<file path="config.mk">
export PLATFORM = sky130hd
export DESIGN_NAME = bvd_ram
export DESIGN_NICKNAME = d
export VERILOG_FILES = /design/src/rtl/bvd_ram.sv
export SDC_FILE = /design/constraint.sdc
export NUM_CORES = 2
export LEC_CHECK = 0
export ABC_CLOCK_PERIOD_IN_PS = 12740
export BUFFER_PORTS_ARGS = -buffer_cell sky130_fd_sc_hd__buf_2
export CORE_MARGIN = 2
export CORE_UTILIZATION = 25
export DETAILED_ROUTE_END_ITERATION = 16
export GPL_ROUTABILITY_DRIVEN = 0
export GPL_TIMING_DRIVEN = 1
export MAX_ROUTING_LAYER = met4
export PLACE_DENSITY = 0.45
export SETUP_SLACK_MARGIN = 0.5
export SLEW_MARGIN = 20
export SYNTH_ARGS = -nofsm -noshare
export SYNTH_HDL_FRONTEND = slang
export SYNTH_SLANG_ARGS = --single-unit
</file>
<file path="constraint.sdc">
create_clock -name clk_i -period 12.74 [get_ports clk_i]
set_input_delay 3.822 -clock clk_i [delete_from_list [all_inputs] [get_ports clk_i]]
set_output_delay 3.822 -clock clk_i [all_outputs]
set_load 0.02 [all_outputs]
</file>
<file path="src/rtl/bvd_ram.sv">
`timescale 1ns / 1ps

module bvd_ram #(
  parameter int unsigned WIDTH = 32,
  parameter int unsigned DEPTH = 128
) (
  input  logic                     clk_i,
  input  logic                     we_i,
  input  logic [$clog2(DEPTH)-1:0] waddr_i,
  input  logic [WIDTH-1:0]         wdata_i,
  input  logic                     re_i,
  input  logic [$clog2(DEPTH)-1:0] raddr_i,
  output logic [WIDTH-1:0]         rdata_o
);

  logic [WIDTH-1:0] mem_q [DEPTH];
  logic [WIDTH-1:0] rdata_q;

  // Write port
  always_ff @(posedge clk_i) begin
    if (we_i) begin
      mem_q[waddr_i] <= wdata_i;
    end
  end

  // Registered read port
  always_ff @(posedge clk_i) begin
    if (re_i) begin
      rdata_q <= mem_q[raddr_i];
    end
  end

  assign rdata_o = rdata_q;

endmodule

</file>
# Word level (Yosys, flattened, before mapping)
# Memory sizes are Yosys's and may differ from the RTL's. A register that Yosys moved wholly into a read port is not among the register bits.
# Index checks and enable logic that the tools add are counted.
dict set report classes {
  muxes 2
  eq_ne 0
  n_reduce_logical 0
  bitwise 0
  add_sub_neg 0
  multipliers 0
  order_cmp 0
  div_mod_pow 0
  n_shift 0
}
# operator count
set ops {}
lappend ops {{$mux W1} 2}
dict set report word_totals {
  n_memories 1
  out_inout_bits 32
  reg_bits 0
  input_bits 49
  elab_cells 3
  ram_bits 4096
  latch_bits 0
  romBits 0
}
# memory depth width read_ports rd_ports_with_merged_regs wr line_no
set mem_list {}
lappend mem_list {mem_q 128 32 1 1 1 16} ;# logic [WIDTH-1:0] mem_q [DEPTH];

# Longest topological paths before layout
dict set report logic_depth {
  ltp_word 2
  ltp_mapped 8
  mapped_depth_nobuf 4
}

# Worst setup path after synthesis
# No wires, ideal clock.
dict set report synth_timing {
  kind {in2reg}
  from {in we_i}
  to {mem mem_q[98][0], enable pin}
  n_path_buf 1
  setup_slack_ns 5.679
  setup_time_ns 0.461
  t_arrival_ns 6.600
  cell_stages 3
  required_ns 12.279
  cell_sequence {clkbuf_1 -> nand4_1 -> nor3_1}
}
dict set report synth_between {
  elab_chain_len 2
}
# element line_no
set synth_rtl {}
lappend synth_rtl {{from (decl)} 8} ;# input logic we_i,
lappend synth_rtl {{$mux W1} 21} ;# if (we_i) begin
lappend synth_rtl {{$mux W1 (implied by the code)} 22} ;# mem_q[waddr_i] <= wdata_i;
lappend synth_rtl {{to (decl)} 16}
# Every way passes these cells.

==> results by group <==
Yosys
  – Dominant combinational cell family by area after synthesis: multiplexers
  – Post-synthesis mux area share: 0.196
  – XOR/XNOR Fraction of Synth Area: 0
  – Compound-Gate Fraction of Synth Area: 0
  – Share of the synthesized area in the top cell type: 0.792
  – Post-synthesis sequential area ratio: 0.792
  – Mapped Nets: 6039
  – Post-synthesis adder-cell area fraction: 0
  – Mapped Cells: 5990
  – Post-Synth Simple-Gate Area: 0.00445
  – Count of cell types in the netlist: 16
  – Mapped Area: 0.157 mm^2
  – Synth Register Bits: 4128
  – Mean Syn Cell Area: 26.1 um^2
  – Synth area leader: edfxtp_1
  – Yosys warns: 0
  – Top post-synthesis cells by area: edfxtp_1, mux4_2, clkbuf_1

Clock network
  – Num CTS Buffers: 436
  – Post-CTS setup buffers: 0
  – Sink Count: 4128
  – CTS root buf: clkbuf_16
  – Post-CTS Resized: 0
  – CTS HTree Levels: 5
  – CTS hold repair buffers: 0
  – Clk slew on worst S/H paths: 0.06 ns
  – CTS tree: done
  – Bufs on Longest Clock Path: 4
  – Clk_lat worst skew: 1.02 ns

Worst setup path
  – Critical path class: primary input to flop
  – Worst path depth: 7
  – FF-to-FF path depth: 4
  – Reg2Reg Setup Slack: 9.84 ns
  – CP cell instances: buf_8, buf_12, buf_4, mux4_2, mux4_2, mux4_2, mux2_2
  – Crit path to: rdata_o[0]$_DFFE_PP_
  – Critical path peak fanout: 89
  – Worst Path Arrival: 7.83 ns
  – Worst reg2reg startpoint: mem_q[95][0]$_DFFE_PP_
  – R2r endpoint: rdata_o[0]$_DFFE_PP_
  – CP Launch Point: raddr_i[2]
  – Worst path max stage delay: 0.69 ns
  – Req. time, crit path: 13.46 ns
  – Worst path slowest cell: mux4_2
  – CP delay by family, top: multiplexers
  – Crit end category: flop
  – WP buf/inv: 3
  – Cell mode on critical path: mux4_2
  – Startpoint types: primary input

Final layout
  – Footprint of the multi-input gates: 0.0323 mm^2
  – Layout cells sized above 1: 0.354
  – Filler cells: 59900
  – Area Growth Syn to Fin: 16.9%
  – Reg area: 0.124 mm^2
  – Commonest cells after routing, fill and taps aside: edfxtp_1, mux4_2, clkbuf_16
  – Number of nets in the layout: 6465
  – Commonest non-fill, non-tap cell in the layout: edfxtp_1

Drt
  – Post-Route WL: 479000 um
  – Post-route DRC: 0
  – Drt pass-1 iters: 5
  – Routed Antenna Nets: 0
  – Initial DRC count: 8218
  – Wire per inst: 31.5 um
  – Vias per cell: 4.64
  – Vias: 70700

STA
  – Fmax: 140 MHz
  – Setup TNS after final layout: 0 ns
  – Final min period: 7.12 ns
  – Setup-failing EPs final: 0
  – Hold Fails Final Rpt: 0
  – Clock Skew: 0.0571 ns
  – RSZ-0062 raised after global routing: false
  – Final worst path period share: 0.559
  – Max-slew violation count: 0
  – Max_slew headroom: 0.239
  – Worst slew pin tran: 1.14 ns

Die
  – # rows: 290
  – Core area: 0.624 mm^2
  – Initial core utilization: 0.251
  – Chip width: 795 um
  – # IOs: 81
  – Die footprint: 0.633 mm^2
  – Die height: 795 um

Global routing
  – First-pass GRT wire length: 648000 um
  – Gr ovfl total: 0
  – Number of antenna violations at the first check in global routing: 63
  – Largest net degree at the start of global routing: 115
  – Vias in the first global route: 73200
  – Global Route Usage Sum: 0.152

Hold path
  – Hold Crit Class: flop to flop

Run status
  – Status: finished, final reports clean

Power
  – Power per cell area: 157 mW/mm^2
  – LEAKAGE: 54.2 nW
  – Peak supply drop: 0.120 mV
  – Tot Pwr: 28.7 mW

Job
  – Max_cap viols: 0

Place
  – Port Buffers: 80
  – DP Wirelength: 257000 um
==> worst min path at each step <==
stage / slack, ns / endpoint / depth (start not counted) / from
floorplan: 1.15 / rdata_o[0]$_DFFE_PP_ / 4 / mem_q[36][0]$_DFFE_PP_
global placement: 1.19 / rdata_o[3]$_DFFE_PP_ / 4 / mem_q[127][3]$_DFFE_PP_
detailed placement: 1.19 / rdata_o[3]$_DFFE_PP_ / 4 / mem_q[127][3]$_DFFE_PP_
CTS: 1.21 / rdata_o[3]$_DFFE_PP_ / 4 / mem_q[127][3]$_DFFE_PP_
global route: 1.24 / rdata_o[31]$_DFFE_PP_ / 4 / mem_q[27][31]$_DFFE_PP_
finish: 1.21 / rdata_o[29]$_DFFE_PP_ / 4 / mem_q[125][29]$_DFFE_PP_
==> Yosys cell counts <==
| master | number |
|---|---|
| edfxtp_1 | 4128 |
| mux4_2 | 1344 |
| buf_1 | 50 |
| buf_6 | 2 |
| clkbuf_1 | 182 |
| buf_4 | 3 |
| or3_1 | 1 |
| nor2_1 | 122 |
| nand4_1 | 3 |
| nand2_1 | 14 |
| nor3_1 | 9 |
| nand2b_1 | 2 |
| mux2_2 | 32 |
| nor2b_1 | 7 |
| nand3_1 | 12 |
| buf_2 | 79 |
==> flip-flops by register name (all words and copies together) (netlist names) <==
| name | cells |
|---|---|
| mem_q | 4096 |
| rdata_o | 32 |
==> per-layer routing <==
layer / vias up / global-route usage / part of all wire
li1: 27500 / - / -
met3: 545 / 0.0233 / 0.058
met1: 40400 / 0.197 / 0.42
met4: 0 / 0.0326 / 0.021
met5: - / - / 0
met2: 2212 / 0.255 / 0.50
==> layout make-up <==
cell class / count / area share
clock buffers: 537 / 0.0624
repair buffers: 304 / 0.0142
flip-flops and latches: 4128 / 0.677
multi-input cells: 1546 / 0.176
well taps: 8322 / 0.0569
diodes: 122 / 0.00167
clock inverters: 262 / 0.0113
==> stage by stage <==
| step | util | instance area [um^2] | hold slack (ns) | instances | setup slack [ns] |
|---|---|---|---|---|---|
| 6_report | 0.294 | 183000 | 1.21 | 15200 | 5.62 |
| 5_1_grt | 0.293 | 183000 | 1.24 | 15200 | 5.48 |
| 4_1_cts | 0.293 | 183000 | 1.21 | 15100 | 5.64 |
| 3_3_place_gp | 0.271 | 169000 | 1.19 | 14300 | 4.54 |
| 2_1_floorplan | - | 157000 | 1.15 | 5990 | 5.68 |
| 3_5_place_dp | 0.271 | 169000 | 1.19 | 14300 | 4.53 |
==> power by group <==
group          switching (mW)  total [mW]  internal [mW]
clock network            5.35        12.2           6.80
registers              0.0474        15.1           15.0
logic                   0.949        1.49          0.539
total                    6.35        28.7           22.4
==> worst min-delay path, stage by stage, from the launching register on <==
cell and delay, ns:
edfxtp_1 0.31, mux4_2 0.21, mux4_2 0.23, mux4_2 0.22, mux2_2 0.13
==> kinds of logic after synthesis <==
kind of cell	Yosys count
buffers and inverters	316
and+or+nand+nor	170
DFF	4128
muxes	1376
Note: power is estimated with default switching activity, not from simulation.
