[src/rtl/bvd_pkg.sv]
`timescale 1ns / 1ps

package bvd_pkg;

  // Upper bound on spans per direction that any build may use
  localparam int unsigned MaxSpanLimit = 12;

  // Saturation limit of products and sums
  localparam logic signed [63:0] AccLim = 64'sh3FFF_FFFF_FFFF_FFFF;

  // Command codes
  localparam logic [1:0] CMD_WRITE      = 2'd0;
  localparam logic [1:0] CMD_EVAL_WORLD = 2'd1;
  localparam logic [1:0] CMD_EVAL_PARAM = 2'd2;

  // Configuration register indexes
  localparam logic [2:0] CFG_BOX_MIN_X    = 3'd0;
  localparam logic [2:0] CFG_BOX_MIN_Y    = 3'd1;
  localparam logic [2:0] CFG_BOX_MIN_Z    = 3'd2;
  localparam logic [2:0] CFG_INV_EXTENT_X = 3'd3;
  localparam logic [2:0] CFG_INV_EXTENT_Y = 3'd4;
  localparam logic [2:0] CFG_INV_EXTENT_Z = 3'd5;
  localparam logic [2:0] CFG_SPAN_COUNTS  = 3'd6;

  typedef struct packed {
    logic [1:0]         cmd;
    logic [6:0]         ctrl_index;
    logic signed [31:0] coord_x;
    logic signed [31:0] coord_y;
    logic signed [31:0] coord_z;
    logic signed [19:0] param_s;
    logic signed [19:0] param_t;
    logic signed [19:0] param_u;
  } in_req_t;

  typedef struct packed {
    logic signed [31:0] out_x;
    logic signed [31:0] out_y;
    logic signed [31:0] out_z;
    logic               saturated;
  } out_rsp_t;

  typedef enum logic [3:0] {
    ST_IDLE,
    ST_PARAM,
    ST_WMUL,
    ST_LREAD,
    ST_LMUL,
    ST_KNEXT,
    ST_TMUL,
    ST_SMUL,
    ST_OUT
  } st_e;

  // Binomial coefficients, row n column k
  typedef logic [MaxSpanLimit:0][MaxSpanLimit:0][9:0] binom_tab_t;

  function automatic binom_tab_t make_binom();
    binom_tab_t t;
    t = '0;
    for (int n = 0; n <= MaxSpanLimit; n++) begin
      t[n][0] = 10'd1;
      for (int k = 1; k <= n; k++) begin
        t[n][k] = t[n-1][k-1] + ((k < n) ? t[n-1][k] : 10'd0);
      end
    end
    return t;
  endfunction

  localparam binom_tab_t Binom = make_binom();

endpackage

[src/rtl/bvd_mul.sv]
`timescale 1ns / 1ps

module bvd_mul (
  input  logic               clk_i,
  input  logic               rst_ni,
  input  logic               start_i,
  input  logic               q24_i,
  input  logic signed [63:0] a_i,
  input  logic signed [63:0] b_i,
  output logic               done_o,
  output logic signed [63:0] res_o,
  output logic               sat_o
);
  import bvd_pkg::*;

  logic               busy_q, busy_d;
  logic [2:0]         cnt_q, cnt_d;
  logic [63:0]        am_q, am_d, bm_q, bm_d;
  logic               neg_q, neg_d, q24_q, q24_d;
  logic [63:0]        pp_q, pp_d;
  logic [1:0]         sh_q, sh_d;
  logic [127:0]       sum_q, sum_d;
  logic               done_q, done_d, sat_q, sat_d;
  logic signed [63:0] res_q, res_d;
  logic [31:0]        ah, bh;
  logic [127:0]       rf;
  logic               sat16;
  logic [63:0]        rmag;

  // Pick the halves for this partial product
  assign ah = cnt_q[1] ? am_q[63:32] : am_q[31:0];
  assign bh = cnt_q[0] ? bm_q[63:32] : bm_q[31:0];

  // Round the finished product and, in Q16 mode, saturate it
  assign rf    = sum_q >> 16;
  assign sat16 = rf > 128'(AccLim);
  assign rmag  = q24_q ? sum_q[87:24] : (sat16 ? AccLim : rf[63:0]);

  always_comb begin
    busy_d = busy_q;
    cnt_d  = cnt_q;
    am_d   = am_q;
    bm_d   = bm_q;
    neg_d  = neg_q;
    q24_d  = q24_q;
    pp_d   = pp_q;
    sh_d   = sh_q;
    sum_d  = sum_q;
    done_d = 1'b0;
    sat_d  = sat_q;
    res_d  = res_q;
    if (start_i) begin
      busy_d = 1'b1;
      cnt_d  = '0;
      am_d   = a_i[63] ? 64'(-a_i) : 64'(a_i);
      bm_d   = b_i[63] ? 64'(-b_i) : 64'(b_i);
      neg_d  = a_i[63] ^ b_i[63];
      q24_d  = q24_i;
      sum_d  = q24_i ? (128'd1 << 23) : (128'd1 << 15);
    end else if (busy_q) begin
      cnt_d = cnt_q + 3'd1;
      if (cnt_q < 3'd4) begin
        pp_d = ah * bh;
        sh_d = 2'(cnt_q[1]) + 2'(cnt_q[0]);
      end
      if (cnt_q != 3'd0 && cnt_q != 3'd5) begin
        sum_d = sum_q + (128'(pp_q) << (7'd32 * 7'(sh_q)));
      end
      if (cnt_q == 3'd5) begin
        busy_d = 1'b0;
        done_d = 1'b1;
        sat_d  = sat16 & ~q24_q;
        res_d  = neg_q ? -$signed(rmag) : $signed(rmag);
      end
    end
  end

  always_ff @(posedge clk_i or negedge rst_ni) begin
    if (!rst_ni) begin
      busy_q <= 1'b0;
      cnt_q  <= '0;
      done_q <= 1'b0;
    end else begin
      busy_q <= busy_d;
      cnt_q  <= cnt_d;
      done_q <= done_d;
    end
  end

  always_ff @(posedge clk_i) begin
    am_q  <= am_d;
    bm_q  <= bm_d;
    neg_q <= neg_d;
    q24_q <= q24_d;
    pp_q  <= pp_d;
    sh_q  <= sh_d;
    sum_q <= sum_d;
    sat_q <= sat_d;
    res_q <= res_d;
  end

  assign done_o = done_q;
  assign res_o  = res_q;
  assign sat_o  = sat_q;

endmodule

[config.mk]
export PLATFORM = sky130hd
export DESIGN_NAME = bvd_mul
export DESIGN_NICKNAME = d
export VERILOG_FILES = /design/src/rtl/bvd_pkg.sv /design/src/rtl/bvd_mul.sv
export SDC_FILE = /design/constraint.sdc
export NUM_CORES = 2
export LEC_CHECK = 0
export BUFFER_PORTS_ARGS = -buffer_cell sky130_fd_sc_hd__buf_2
export CORE_ASPECT_RATIO = 1.75
export CORE_UTILIZATION = 35
export DETAILED_ROUTE_END_ITERATION = 6
export GPL_TIMING_DRIVEN = 1
export RECOVER_POWER = 50
export SLEW_MARGIN = 20
export SYNTH_ARGS = -nofsm -noshare
export SYNTH_HDL_FRONTEND = slang
export SYNTH_SLANG_ARGS = --single-unit
[constraint.sdc]
create_clock -name clk_i -period 15.7 [get_ports clk_i]
set_input_delay 1.57 -clock clk_i [delete_from_list [all_inputs] [get_ports clk_i]]
set_output_delay 1.57 -clock clk_i [all_outputs]
set_load 0.005 [all_outputs]
# [Word-level counts from Yosys, hierarchy flattened]
# Index checks and enable logic that the tools add are counted.
[word_totals] reg_bits=394 input_bits=132 output_inout_bits=66 wordCells=56
[op_classes] n_addsub=6 n_mul=1 order_cmp=2 eq_ne=2 shifts=1 mux=19 bitwise=4 n_reduce_logical=7
[ops] op="128-bit two-way mux" n=3
[ops] op="64-bit two-way mux" n=3
[ops] op="64-bit negation" n=3
[ops] op="128-bit adder" n=1
[ops] op="64-bit by 7-bit << shifter with 128-bit output" n=1
[ops] op="63-bit two-way mux" n=2
[ops] op="112-bit by 62-bit greater-than comparator with 1-bit output, second input constant" n=1
[ops] op="32-bit by 32-bit multiplier with 64-bit output" n=1
[ops] op="32-bit two-way mux" n=2
[ops] op="24-bit two-way mux" n=1
[ops] op="1-bit two-way mux" n=6
[ops] op="3-bit two-way mux" n=2
[ops] op="3-bit AND reduction" n=2
[ops] op="2-bit nonzero test" n=2
[ops] op="3-bit by 1-bit adder with 3-bit output, second input constant" n=1
[ops] op="3-bit equality test, second input constant" n=1
[ops] op="3-bit less-than comparator, second input constant" n=1
[ops] op="3-bit != test, second input constant" n=1
[ops] op="3-bit nonzero test" n=1
[ops] op="1-bit by 1-bit adder with 2-bit output" n=1
[ops] op="1-bit NOT" n=2
[ops] op="2-bit AND reduction" n=1
[ops] op="1-bit AND" n=1
[ops] op="1-bit logical AND" n=1
[ops] op="1-bit XOR" n=1

# [Logic depth before layout (Yosys ltp)]
[logic_depth] depth_word=5 depth_mapped=33 mapped_depth_nobuf=30

# [Least setup slack after synthesis]
# Ideal clock, no wire load.
[synth_path] path_type="input-to-reg" start="input port start_i" end="register sum_q[0], enable pin" setup_ps=811 arrival_time_ps=11403 required_time_ps=14889 setup_slack_ps=3486 stages=5 n_path_buf=2 path_cell_list="clkbuf_1 -> inv_1 -> clkbuf_1 -> nand2_1 -> a21boi_0"
[synth_via] elab_chain_cells=2 elab_cells_between_ends=3 cone_classes="reduce/logical (3)"
[synth_lines] element="from (decl)" line_no="bvd_mul.sv:6" source="input logic start_i,"
[synth_lines] element="2-bit nonzero test (no source line)"
[synth_lines] element="2-bit AND reduction (no source line) *"
[synth_lines] element="to (signal assigned)" line_no="bvd_mul.sv:97" source="sum_q <= sum_d;"
[synth_lines] element="to (decl)" line_no="bvd_mul.sv:22" source="logic [127:0] sum_q, sum_d;"
# Mark *: on every way between the ends. The rest lies on a longest branch, timed or not.
# A chain may end at the register's enable or synchronous reset.

# [Final worst setup path]
[layout_path] start="register cnt_q[0]" end="register pp_q[58] (data pin)"
[layout_via] elab_chain_cells=2
[layout_lines] element="from (decl)" line_no="bvd_mul.sv:17" source="logic [2:0] cnt_q, cnt_d;"
[layout_lines] element="from (signal assigned)" line_no="bvd_mul.sv:85" source="cnt_q <= cnt_d;"
[layout_lines] element="32-bit two-way mux" line_no="bvd_mul.sv:32" source="assign bh = cnt_q[0] ? bm_q[63:32] : bm_q[31:0];"
[layout_lines] element="32-bit by 32-bit multiplier with 64-bit output" line_no="bvd_mul.sv:63" source="pp_d = ah * bh;"
[layout_lines] element="to (signal assigned)" line_no="bvd_mul.sv:95" source="pp_q <= pp_d;"
[layout_lines] element="to (decl)" line_no="bvd_mul.sv:20" source="logic [63:0] pp_q, pp_d;"
# No other way between the ends.

==> metrics.yaml <==
setup_path:
  cp_max_fo: 66
  crit_required_ns: 16.10
  cp-start-kind: "flip-flop"
  worst_setup_path_end_kind: "flip-flop"
  reg2reg_depth: 26
  critPathArrivalTime_ns: 12.52
  crit_type: "reg -> reg"
final_layout:
  final_util: 0.3821
  fin_nets: 8176
  multi_input_area_mm2: 0.04400
  syn2layout_area_growth_pct: 8.176
  drive_gt1_frac: 0.07459
  seqCellArea_mm2: 0.01181
  fillers: 17430
yosys:
  synth-main-ff-cell: "edfxtp_1"
  synth.most_common_cell: "inv_1"
  yosys.area.top_type: "fa_1"
  synth_enable_flop_cells: 389
  synth_fp_nets: 8152
  synth_seq_cells: 394
  netlist_instances: 6727
  synth_top_area_frac: 0.2964
  post_synth.cell_area_avg_um2: 9.006
  synthArstFlopShare: 0.01269
  netlist-cell-type-count: 86
  synth_area_leaders: "fa_1, edfxtp_1, ha_1"
  yosysWarningCount: 0
  synth_common_cells: "inv_1, nor2_1, fa_1"
  yosysSeqAreaShare: 0.1949
  syn_area_mm2: 0.06058
clocking:
  clk_latency_ns: 0.66
  cts.htree.levels: 2
  cts_resized: 0
  cts_buffer_depth: 3
  cts-buffers-inserted: 43
  clkTransAtPathRegs_ns: 0.07
  cts.sinks: 394
  cts_hold_buf: 0
  cts_setup_buffers: 0
  cts_tree: "yes"
  cts-root-buf: "clkbuf_16"
detailed_routing:
  viasPerCell: 5.498
  drt-initial-drc-count: 3487
  drtPass1Iterations: 6
  dr_total_vias: 49590
  drc: 0
  routed_wl_um: 235800
  wl_per_cell_um: 26.14
  ant_nets: 0
sta:
  finalClockSkew_ns: 0.02246
  tns_ns: 0
  fin_crit_ns: 12.13
  finalCritPeriodShare: 0.7725
  rsz0062_at_grt: "no"
  slew-limit-headroom: -1.629
  setup_ws_ns: 3.571
  worst_pin_slew_ns: 3.943
  hold_violations: 0
  slew_viol_final: 614
  setup_viol: 0
  clock.fmax_mhz: 82.45
run_status:
  status: "complete, but fails checks"
  violations: "capacitance limit, slew limit"
place:
  dp_slack_ns: 5.312
  gp_congestion: 1.018
  dpl.hpwl_um: 189500
  port_buffers: 197
floorplanning:
  start_util: 0.3532
  dieArea_mm2: 0.1748
  die_h_um: 552.4
  die_x_um: 316.5
  row_count: 201
  core_mm2: 0.1715
  io_pins: 198
min_path:
  hold_path_class: "reg -> reg"
  whs_path_depth: 2
global_route:
  antenna_found_initial: 7
  grt_usage: 0.2701
  grt_pass1_vias: 52940
  grt_max_degree: 92
  grt_pass1_wl_um: 342100
  overflow: 0
run:
  maxCapViolations: 11
==> worst max-delay path: stages (launching register included) <==
cell,delay (ns)
dfrtp_1,2.52
mux2_2,1.19
nand2_1,0.17
fa_1,0.54
inv_1,0.06
fa_1,0.52
fa_1,0.45
fa_1,0.56
fa_1,0.54
fa_1,0.52
fa_1,0.55
inv_1,0.05
fa_1,0.58
inv_1,0.06
ha_1,0.39
a21o_1,0.25
or3_1,0.35
o311ai_0,0.45
o311ai_0,0.28
a21oi_1,0.19
o31ai_1,0.14
a311oi_1,0.32
buf_4,0.20
o21ai_0,0.19
a31oi_1,0.36
o21ai_0,0.15
xor2_1,0.16
==> cell families (layout without fill, tap and decap cells) <==
family	count (synthesis)	after routing	share of synthesized area
AO/OA/AOI/OAI	983	983	0.1041
XOR/XNOR	353	353	0.05103
adder cells (fa/ha/maj)	1293	1293	0.3782
buffers and inverters	1339	1396	0.08302
flip-flops	394	394	0.1949
multiplexers	175	175	0.03040
other	0	2	0
AND/OR/NAND/NOR	2190	2190	0.1584
==> per-layer routing <==
layer / track usage / up-vias / part of all wire
met1: 0.2626 / 24480 / 0.32
li1: - / 21910 / -
met4: 0.2385 / 6 / 0.11
met3: 0.05337 / 948 / 0.068
met2: 0.4795 / 2244 / 0.50
met5: 0 / - / 0.00018
==> per-stage QoR <==
stage	instances	cell area [µm²]	hold slack, ns
after floorplan	6727	60580	0.5475
after global placement	8939	64190	0.6296
after detailed placement	8939	64200	0.6520
after CTS	9017	65620	0.6674
after global routing	9018	65540	0.6943
final	9019	65540	0.6709
==> state kept, by name, indices dropped and copies added, names as in the netlist <==
signal	flops
sum_q	128
am_q	64
bm_q	64
pp_q	64
res_o	64
cnt_q	3
sh_q	2
busy_q	1
done_o	1
neg_q	1
q24_q	1
sat_o	1
==> path summary, 6_finish.rpt <==
kind	endpoint	slack, ns	startpoint
min in group asynchronous	cnt_q[0]	0.97	rst_ni
max	pp_q[58]	3.57	cnt_q[0]
max reg2reg	pp_q[58]	3.57	cnt_q[0]
min	cnt_q[2]	0.67	cnt_q[2]
min reg2reg	cnt_q[2]	0.67	cnt_q[2]
max in group asynchronous	cnt_q[1]	14.15	rst_ni
==> layout by cell type (no fill, tap or decap), drive strengths merged, types with 96 or more instances in the layout <==
cell | netlist | final
fa | 897 | 897
clkbuf | 301 | 96
o21ai | 239 | 239
ha | 396 | 396
buf | 24 | 254
inv | 1014 | 1019
nand2 | 739 | 739
nor2 | 926 | 926
mux2i | 103 | 103
a21oi | 279 | 279
xnor2 | 274 | 274
edfxtp | 389 | 389
==> final cells by class <==
| class | count | area share |
|---|---|---|
| multi-input cells | 4994 | 0.6713 |
| repair buffers | 304 | 0.02593 |
| well taps | 2233 | 0.04263 |
| clock inverters | 32 | 0.005174 |
| inverters | 1014 | 0.05808 |
| flip-flops and latches | 394 | 0.1802 |
| clock buffers | 46 | 0.01659 |
| diodes | 2 | 0.00007636 |
Power is left out: the tool's default activity adds up to more than one toggle a clock period on the data nets, which glitch-free logic cannot reach.
